<file path="config.mk">
export PLATFORM = sky130hd
export DESIGN_NAME = lpd_cordic
export DESIGN_NICKNAME = d
export VERILOG_FILES = /design/src/rtl/core/lpd_pkg.sv /design/src/rtl/core/lpd_cordic.sv
export SDC_FILE = /design/constraint.sdc
export NUM_CORES = 2
export LEC_CHECK = 0
export BUFFER_PORTS_ARGS = -buffer_cell sky130_fd_sc_hd__buf_2
export CAP_MARGIN = 40
export CORE_MARGIN = 1
export CORE_UTILIZATION = 45
export DETAILED_ROUTE_END_ITERATION = 12
export GPL_TIMING_DRIVEN = 0
export HOLD_SLACK_MARGIN = 0.03
export PLACE_DENSITY_LB_ADDON = 0.25
export SYNTH_ARGS = -nofsm -noshare
export SYNTH_HDL_FRONTEND = slang
export SYNTH_SLANG_ARGS = --single-unit
export TNS_END_PERCENT = 50
</file>
<file path="constraint.sdc">
create_clock -name clk_i -period 5.5 [get_ports clk_i]
set_input_delay 0.55 -clock clk_i [delete_from_list [all_inputs] [get_ports clk_i]]
set_output_delay 0.55 -clock clk_i [all_outputs]
set_load 0.1 [all_outputs]
</file>
<file path="src/rtl/core/lpd_pkg.sv">
// Shared constants and types for the lidar point decoder.
package lpd_pkg;

  // Point cloud geometry.
  localparam int unsigned RING_COUNT          = 126;
  localparam int unsigned POINTS_PER_RING_ROW = 625;
  localparam int unsigned PKTS_PER_RING       = 5;
  localparam int unsigned BLOCKS_PER_PKT      = 25;
  localparam int unsigned PTS_PER_CHAN_ROW    = 125;
  localparam int unsigned NUM_CHAN            = 5;
  localparam int unsigned SEQ_MAX             = RING_COUNT * PKTS_PER_RING;
  localparam int unsigned SEQ_KW              = $clog2(SEQ_MAX);
  localparam int unsigned ROW_W               = $clog2(RING_COUNT);

  // Division by PKTS_PER_RING through a reciprocal multiply.
  localparam int unsigned ROW_SHIFT = 18;
  localparam int unsigned ROW_MUL   = ((1 << ROW_SHIFT) + PKTS_PER_RING - 1) / PKTS_PER_RING;

  // CORDIC settings.
  localparam int unsigned TRIG_STAGES = 16;
  localparam int unsigned XW          = 34;
  localparam int unsigned ZW          = 32;
  localparam logic signed [XW-1:0] CORDIC_GAIN = 34'sd652032874;
  localparam logic signed [ZW-1:0] ATAN_TAB [24] = '{
    32'sd294912000, 32'sd174096719, 32'sd91987925, 32'sd46694507, 32'sd23437865,
    32'sd11730358, 32'sd5866610, 32'sd2933484, 32'sd1466764, 32'sd733385,
    32'sd366693, 32'sd183346, 32'sd91673, 32'sd45837, 32'sd22918, 32'sd11459,
    32'sd5730, 32'sd2865, 32'sd1432, 32'sd716, 32'sd358, 32'sd179, 32'sd90, 32'sd45
  };

  // Range scaling: divide by 25 * 2^30, rounding half away from zero.
  localparam logic [55:0] HALF_DIV = 56'd25 << 29;
  localparam logic [27:0] DIV25_MUL = 28'd171798692;  // ceil(2^32 / 25)

  localparam logic signed [21:0] POS_MAX = 22'sd1048575;
  localparam logic signed [21:0] POS_MIN = -22'sd1048576;
  localparam logic [20:0] MICRO_WRAP = 21'd1000000;

  // Configuration register indexes.
  typedef enum logic [1:0] {
    REG_ORIGIN_X = 2'd0,
    REG_ORIGIN_Y = 2'd1,
    REG_ORIGIN_Z = 2'd2
  } cfg_reg_e;

  // Fields that ride alongside the trig pipeline.
  typedef struct packed {
    logic [15:0] range_raw;
    logic [7:0]  intensity;
    logic [6:0]  ring;
    logic [16:0] cloud_index;
    logic [47:0] seconds;
    logic [19:0] micros;
    logic        in_range;
  } side_t;

endpackage

</file>
<file path="src/rtl/core/lpd_cordic.sv">
// Pipelined rotation-mode CORDIC giving cosine and sine in Q30.
module lpd_cordic (
  input  logic                              clk_i,
  input  logic                              en_i,
  input  logic signed [lpd_pkg::ZW-1:0]     z_i,
  input  logic                              neg_i,
  output logic signed [lpd_pkg::XW-1:0]     cos_o,
  output logic signed [lpd_pkg::XW-1:0]     sin_o
);

  localparam int unsigned N = lpd_pkg::TRIG_STAGES;

  logic signed [lpd_pkg::XW-1:0] x_in [N];
  logic signed [lpd_pkg::XW-1:0] y_in [N];
  logic signed [lpd_pkg::ZW-1:0] z_in [N];
  logic                          n_in [N];
  logic signed [lpd_pkg::XW-1:0] x_q  [N];
  logic signed [lpd_pkg::XW-1:0] y_q  [N];
  logic signed [lpd_pkg::ZW-1:0] z_q  [N];
  logic                          n_q  [N];

  for (genvar i = 0; i < N; i++) begin : g_stage
    // Each stage takes the previous stage's registers, the first takes the input.
    if (i == 0) begin : g_first
      assign x_in[i] = lpd_pkg::CORDIC_GAIN;
      assign y_in[i] = '0;
      assign z_in[i] = z_i;
      assign n_in[i] = neg_i;
    end else begin : g_next
      assign x_in[i] = x_q[i-1];
      assign y_in[i] = y_q[i-1];
      assign z_in[i] = z_q[i-1];
      assign n_in[i] = n_q[i-1];
    end

    // One micro-rotation per stage.
    always_ff @(posedge clk_i) begin
      if (en_i) begin
        if (z_in[i] >= 0) begin
          x_q[i] <= x_in[i] - (y_in[i] >>> i);
          y_q[i] <= y_in[i] + (x_in[i] >>> i);
          z_q[i] <= z_in[i] - lpd_pkg::ATAN_TAB[i];
        end else begin
          x_q[i] <= x_in[i] + (y_in[i] >>> i);
          y_q[i] <= y_in[i] - (x_in[i] >>> i);
          z_q[i] <= z_in[i] + lpd_pkg::ATAN_TAB[i];
        end
        n_q[i] <= n_in[i];
      end
    end
  end

  // Undo the half-turn fold.
  assign cos_o = n_q[N-1] ? -x_q[N-1] : x_q[N-1];
  assign sin_o = n_q[N-1] ? -y_q[N-1] : y_q[N-1];

endmodule

</file>
-- Yosys cells after proc, flatten, opt, wreduce, memory -nomap -nowiden
Memory sizes are Yosys's and may differ from the RTL's.
Index checks and enable logic that the tools add are counted.
- register bits: 0
- bits in writable memories: 1616
- input port bits: 35
- output and inout port bits: 68
- logic and storage cells: 310
- memories: 4
- memory list (memory ; words ; width ; read ports ; clocked after memory_dff ; wr ports ; line ; text):
    x_q ; 16 ; 34 ; 16 ; 0 ; 16 ; lpd_cordic.sv:17 ; logic signed [lpd_pkg::XW-1:0] x_q [N];
    y_q ; 16 ; 34 ; 16 ; 0 ; 16 ; lpd_cordic.sv:18 ; logic signed [lpd_pkg::XW-1:0] y_q [N];
    z_q ; 16 ; 32 ; 15 ; 0 ; 16 ; lpd_cordic.sv:19 ; logic signed [lpd_pkg::ZW-1:0] z_q [N];
    n_q ; 16 ; 1 ; 16 ; 0 ; 16 ; lpd_cordic.sv:20 ; logic n_q [N];
- add/sub/neg operators: 94
- magnitude comparators: 16
- multiplexer cells: 148
- bitwise logic cells: 48
- operators by type and width (operator ; number):
    34-bit 2-to-1 mux ; 34
    32-bit by 1-bit >= comparator with 1-bit output, second input constant ; 16
    32-bit 2-to-1 mux ; 16
    1-bit 2-to-1 mux ; 98
    34-bit by 19-bit adder with 34-bit output ; 2
    34-bit by 20-bit adder with 34-bit output ; 2
    34-bit by 21-bit adder with 34-bit output ; 2
    34-bit by 22-bit adder with 34-bit output ; 2
    34-bit by 23-bit adder with 34-bit output ; 2
    34-bit by 24-bit adder with 34-bit output ; 2
    34-bit by 25-bit adder with 34-bit output ; 2
    34-bit by 26-bit adder with 34-bit output ; 2
    34-bit by 27-bit adder with 34-bit output ; 2
    34-bit by 28-bit adder with 34-bit output ; 2
    34-bit by 29-bit adder with 34-bit output ; 2
    34-bit by 30-bit adder with 34-bit output ; 2
    34-bit by 31-bit adder with 34-bit output ; 2
    34-bit by 32-bit adder with 34-bit output ; 2
    34-bit by 33-bit adder with 34-bit output ; 2
    34-bit negation ; 2
    34-bit by 19-bit subtractor with 34-bit output ; 2
    34-bit by 20-bit subtractor with 34-bit output ; 2
    34-bit by 21-bit subtractor with 34-bit output ; 2
    34-bit by 22-bit subtractor with 34-bit output ; 2
    44 further kinds ; 102

-- Logic depth before layout (Yosys ltp)
An unclocked memory read counts as a cell.
- depth in word-level cells: 6
- mapped depth: 22
- depth with buffers taken out: 22

-- Least setup slack after synthesis
No wires, ideal clock.
- path type: flip-flop to flip-flop
- start point: memory y_q[1][222] (netlist name)
- end point: memory x_q[1][271] (netlist name) (data pin)
- library setup time: 260 ps
- data arrival time: 4953 ps
- required time: 5240 ps
- path slack: 288 ps
- stages on the path, launching flop included: 20
- path buffers: 0
- clock period less this slack: 5212 ps
- path through: edfxtp_1 -> or3_1 -> or2_2 -> nor3_1 -> nand2_1 -> or3_1 -> o31ai_1 -> xnor2_1 -> ha_1 -> a21o_1 -> a21o_1 -> a2111oi_0 -> nor4_1 -> a2111oi_0 -> a31o_2 -> o21bai_1 -> o31ai_1 -> nand2b_1 -> a21oi_1 -> xnor2_1
- RTL lines (element ; line):
    from (decl) ; lpd_cordic.sv:18
    to (decl) ; lpd_cordic.sv:17

==> results.txt <==
- Clock tree sinks: about 1500
- Data arrival time of the worst path: 5.97 ns
- DRT Pass-1 Iters: 9
* Outcome: complete, no violations
- Buf+Inv Stages, Crit Path: 3
* Total negative slack: 0 ns
* Final RePlAce weighted congestion: 0.930
* Sum of overflow across all layers after global routing: 0
- Setup Skew: 0.116 ns
* Number of antenna violations at the first check in global routing: 4
- Flop and latch count out of synthesis: 1460
* Number of buffer cells added on primary ports: 102
- Critical Setup Path Class: reg -> reg
- For this design, the slowest cell found on the critical path is sky130_fd_sc_hd__a2111o_1.
* Number of max-slew violations in the final report: 0
- Worst reg2reg endpoint: x_q[1][100]
* Vias per inst: 5.71
* Proportion of netlist area held by the largest area contributor: 35.5%
- Critical Path, Cell by Cell: nor4_2 > nand4_1 > o21ai_2 > inv_1 > nand2_4 > buf_12 > buf_16 > o41ai_1 > xnor2_1 > ha_1 > nand3_2 > or2_2 > a2111o_1 > a211oi_2 > o2111a_2 > a2111oi_4 > a211o_1 > a31oi_2 > a21o_1 > a21oi_2 > xnor2_2
* Reg2Reg Setup Slack: 0.12 ns
- Initial standard-cell utilization of the core: 45.4%
- The die covers about 280000 um^2.
* CTS tree: done
- Synthesis Warnings: 0
* # rows: 191
- In this run the tightest slew margin relative to its limit is 40.6%.
* Timing-limited maximum frequency: 0.186 GHz
* Vias after detailed routing: 96700
- Reg-to-reg startpoint: z_q[1][32]
- Final wirelength: 319000 um
- For this design the top-level I/O count stands at 103.
- FFs w/ async S/R, synth: 0%
- Maximum fanout encountered on the critical timing path: 11
- The path with the worst hold slack has its endpoint at n_q[0][3].
- After detailed routing, the average wire length per cell comes to 18.8 um.
* Kind of start point of the critical path: flip-flop
* Area after detailed placement: approximately 130000 um^2
* Clock Tree Root: sky130_fd_sc_hd__clkbuf_16
- Wire length of the first global-routing pass: approximately 500000 um
- Of the cells placed in the final design, the portion with a size suffix greater than 1 is 6.94%.
- The wire-length estimate of the detail-placed layout is 256000 um.
* Start point of the worst hold path: en_i
- On the final layout, the worst hold slack is 0.131 ns.
- Post-Syn Nets: between 10000 and 15000
- Number of enable flip-flop cells after synthesis: about 1500
- Clock network latency to the later pin of the worst-skew pair: 0.89 ns
- The clock passes through at most 4 buffers.
* Synthesized netlist cell count: approximately 13000
- Minimum period implied by the final worst setup slack: 5.38 ns
* RSZ-0062 raised after global routing: true
- DRT antenna net count: 0
- The final layout contains 14700 nets.
* Maximum Capacitance Violations: 0
- The cell area that synthesis handed to floorplanning was 123000 um^2.
* Instance count after placement with tap cells included: between 15000 and 20000
- The core region is 272000 um^2.
- In the finished design, the share of the clock period the worst path needs comes to a little under 100%.
- After detailed routing, the number of remaining DRC violations is 0.
- STA classifies the critical path endpoint as a flip-flop.
- For the worst flop-to-flop path, the logic depth is 21.
- Number of H-tree levels: 4
- Dominant cells by area after synthesis: sky130_fd_sc_hd__edfxtp_1, sky130_fd_sc_hd__ha_1, sky130_fd_sc_hd__xnor2_1
- The die is between 500 and 600 um tall.
- The first routing iteration left roughly 6800 violations.
* Final Hold Fails: 0
- Final Cell Area: 138000 um^2
- Entering global routing, the biggest net connects 71 pins.
- Sequential cell area fraction in the yosys report: 35.5%
* Avg Cell Area, Syn: 9.63 um^2
- After clock tree synthesis, the clock-pin slew on the worst setup and hold paths is 0.06 ns.
- After synthesis, the netlist uses 97 different library cells.
- In this design, the largest share of critical-path delay is due to compound AO/OA/AOI/OAI gates.
- Class of the worst hold path: in -> reg
* Setup violations, final: 0
* Relative area change from synthesis to final layout: 11.4%
- sky130_fd_sc_hd__edfxtp_1 is the most common cell in the netlist.
* Synth area leader: sky130_fd_sc_hd__edfxtp_1
- Top_reg_cell synth: sky130_fd_sc_hd__edfxtp_1
- Global routing consumed, over all layers together, 22.4% of the routing resources.
- For the worst setup path, the data required time is around 6.1 ns.
- The number of global-route vias before repair was a little over 90000.
- At the pin with the least slew margin, the transition time is 0.888 ns.
- The filler cells instantiated in the layout total 25100.
- In this run the number of cells on the critical path is 21.
- For this run, the slowest stage of the critical path takes 0.49 ns.
- Sorting the synthesized cells by how often they occur yields sky130_fd_sc_hd__edfxtp_1, sky130_fd_sc_hd__ha_1, sky130_fd_sc_hd__xnor2_1.
* Cts bufs inserted: 174
- Worst Hold Path Cells: 1
- Non-Filler Instances: about 17000
* Width of the die: about 530 um
cells in the final DEF, fill, tap and decap left out, types with 38 or more instances in the layout:
master,n
sky130_fd_sc_hd__a211o_1,49
sky130_fd_sc_hd__a211oi_1,89
sky130_fd_sc_hd__a21boi_0,40
sky130_fd_sc_hd__a21o_1,608
sky130_fd_sc_hd__a21oi_1,1141
sky130_fd_sc_hd__a31o_2,41
sky130_fd_sc_hd__a31oi_1,87
sky130_fd_sc_hd__and2_1,77
sky130_fd_sc_hd__and3_1,117
sky130_fd_sc_hd__buf_2,118
sky130_fd_sc_hd__buf_4,79
sky130_fd_sc_hd__clkbuf_1,92
sky130_fd_sc_hd__clkbuf_16,177
sky130_fd_sc_hd__clkinv_2,38
sky130_fd_sc_hd__edfxtp_1,1460
sky130_fd_sc_hd__fa_1,45
sky130_fd_sc_hd__ha_1,1373
sky130_fd_sc_hd__inv_1,542
sky130_fd_sc_hd__mux2i_1,41
sky130_fd_sc_hd__nand2_1,804
sky130_fd_sc_hd__nand2b_1,235
sky130_fd_sc_hd__nand3_1,216
sky130_fd_sc_hd__nand4_1,89
sky130_fd_sc_hd__nor2_1,884
sky130_fd_sc_hd__nor2b_1,175
sky130_fd_sc_hd__nor3_1,259
sky130_fd_sc_hd__nor4_1,152
sky130_fd_sc_hd__o211ai_1,44
sky130_fd_sc_hd__o21a_1,210
sky130_fd_sc_hd__o21ai_0,743
sky130_fd_sc_hd__o21bai_1,131
sky130_fd_sc_hd__o31ai_1,186
sky130_fd_sc_hd__o41ai_1,60
sky130_fd_sc_hd__or2_2,47
sky130_fd_sc_hd__or3_1,126
sky130_fd_sc_hd__or4_1,57
sky130_fd_sc_hd__xnor2_1,1285
sky130_fd_sc_hd__xor2_1,608
flip-flops by register name, indices dropped and copies added, names as in the netlist:
register	cells
x_q	484
z_q	449
n_q	16
y_q	511
area by class of cell:
class | instances | area, um^2 | area share (%)
antenna | 1 | 2.50 | 0.00182
buffer | 176 | 1010 | 0.737
clock buffer | 192 | 4460 | 3.24
clock inverter | 115 | 1370 | 0.994
inverter | 553 | 2100 | 1.53
multi-input combinational | 10600 | 78300 | 56.9
sequential | 1460 | 43800 | 31.9
tap | 3570 | 4470 | 3.25
timing repair buffer | 236 | 2080 | 1.51
timing repair inverter | 1 | 5.00 | 0.00364
how the worst max path moves through the flow:
stage                             end        start  slack, ns
after detailed placement  x_q[0][271]         en_i      -2.95
after floorplan           x_q[1][271]  y_q[1][222]       0.29
after global placement    x_q[0][271]         en_i      -6.51
after global routing      x_q[0][135]   y_q[0][75]      -0.06
final                     x_q[1][100]   z_q[1][32]       0.12
after CTS                  z_q[0][63]    z_q[0][0]      -0.11
cell families after synthesis:
family | synth area share [%]
adder cells (fa/ha/maj) | 14.7
AND/OR/NAND/NOR | 13.5
multiplexers | 0.478
buffers and inverters | 2.24
flip-flops | 35.5
AO/OA/AOI/OAI | 20.0
XOR/XNOR | 13.5
worst reg2reg max path: cells and delay by family (launching register included):
| kind | cells | cell delay (ns) |
|---|---|---|
| fa+ha+maj | 1 | 0.24 |
| xor+xnor | 2 | 0.55 |
| flops | 1 | 0.40 |
| buf+inv | 3 | 0.39 |
| simple gates | 5 | 1.21 |
| compound gates | 10 | 2.34 |
per-layer routing:
layer | share of wire (%) | wire length, um | vias up | GRT usage, %
met2 | 47 | 148000 | 2243 | 38.1
met4 | 4.0 | 12800 | 0 | 7.92
met5 | 0 | 0 | - | 0
met3 | 4.7 | 15000 | 518 | 2.51
met1 | 45 | 142000 | 45200 | 29.2
li1 | - | - | 48800 | -
metrics by stage:
step / setup slack, ns / util (%)
floorplan: 0.288 / -
global placement: -6.51 / 47.3
detailed placement: -2.95 / 47.6
CTS: -0.108 / 50.2
global route: -0.0586 / 50.6
finish: 0.117 / 50.6
repair_timing:
| item | 4_1_cts | 5_1_grt |
|---|---|---|
| gates resized for setup | 213 | 252 |
| pin swaps | 24 | 41 |
| hold endpoints to repair | 21 | 0 |
| endpoints found under the setup margin | 470 | 167 |
| hold buffers | 21 | 0 |
| buffers inserted | 22 | 46 |
| cloned | 0 | 2 |
Power is left out: the tool's default activity adds up to more than one toggle a clock period on the data nets, which glitch-free logic cannot reach.
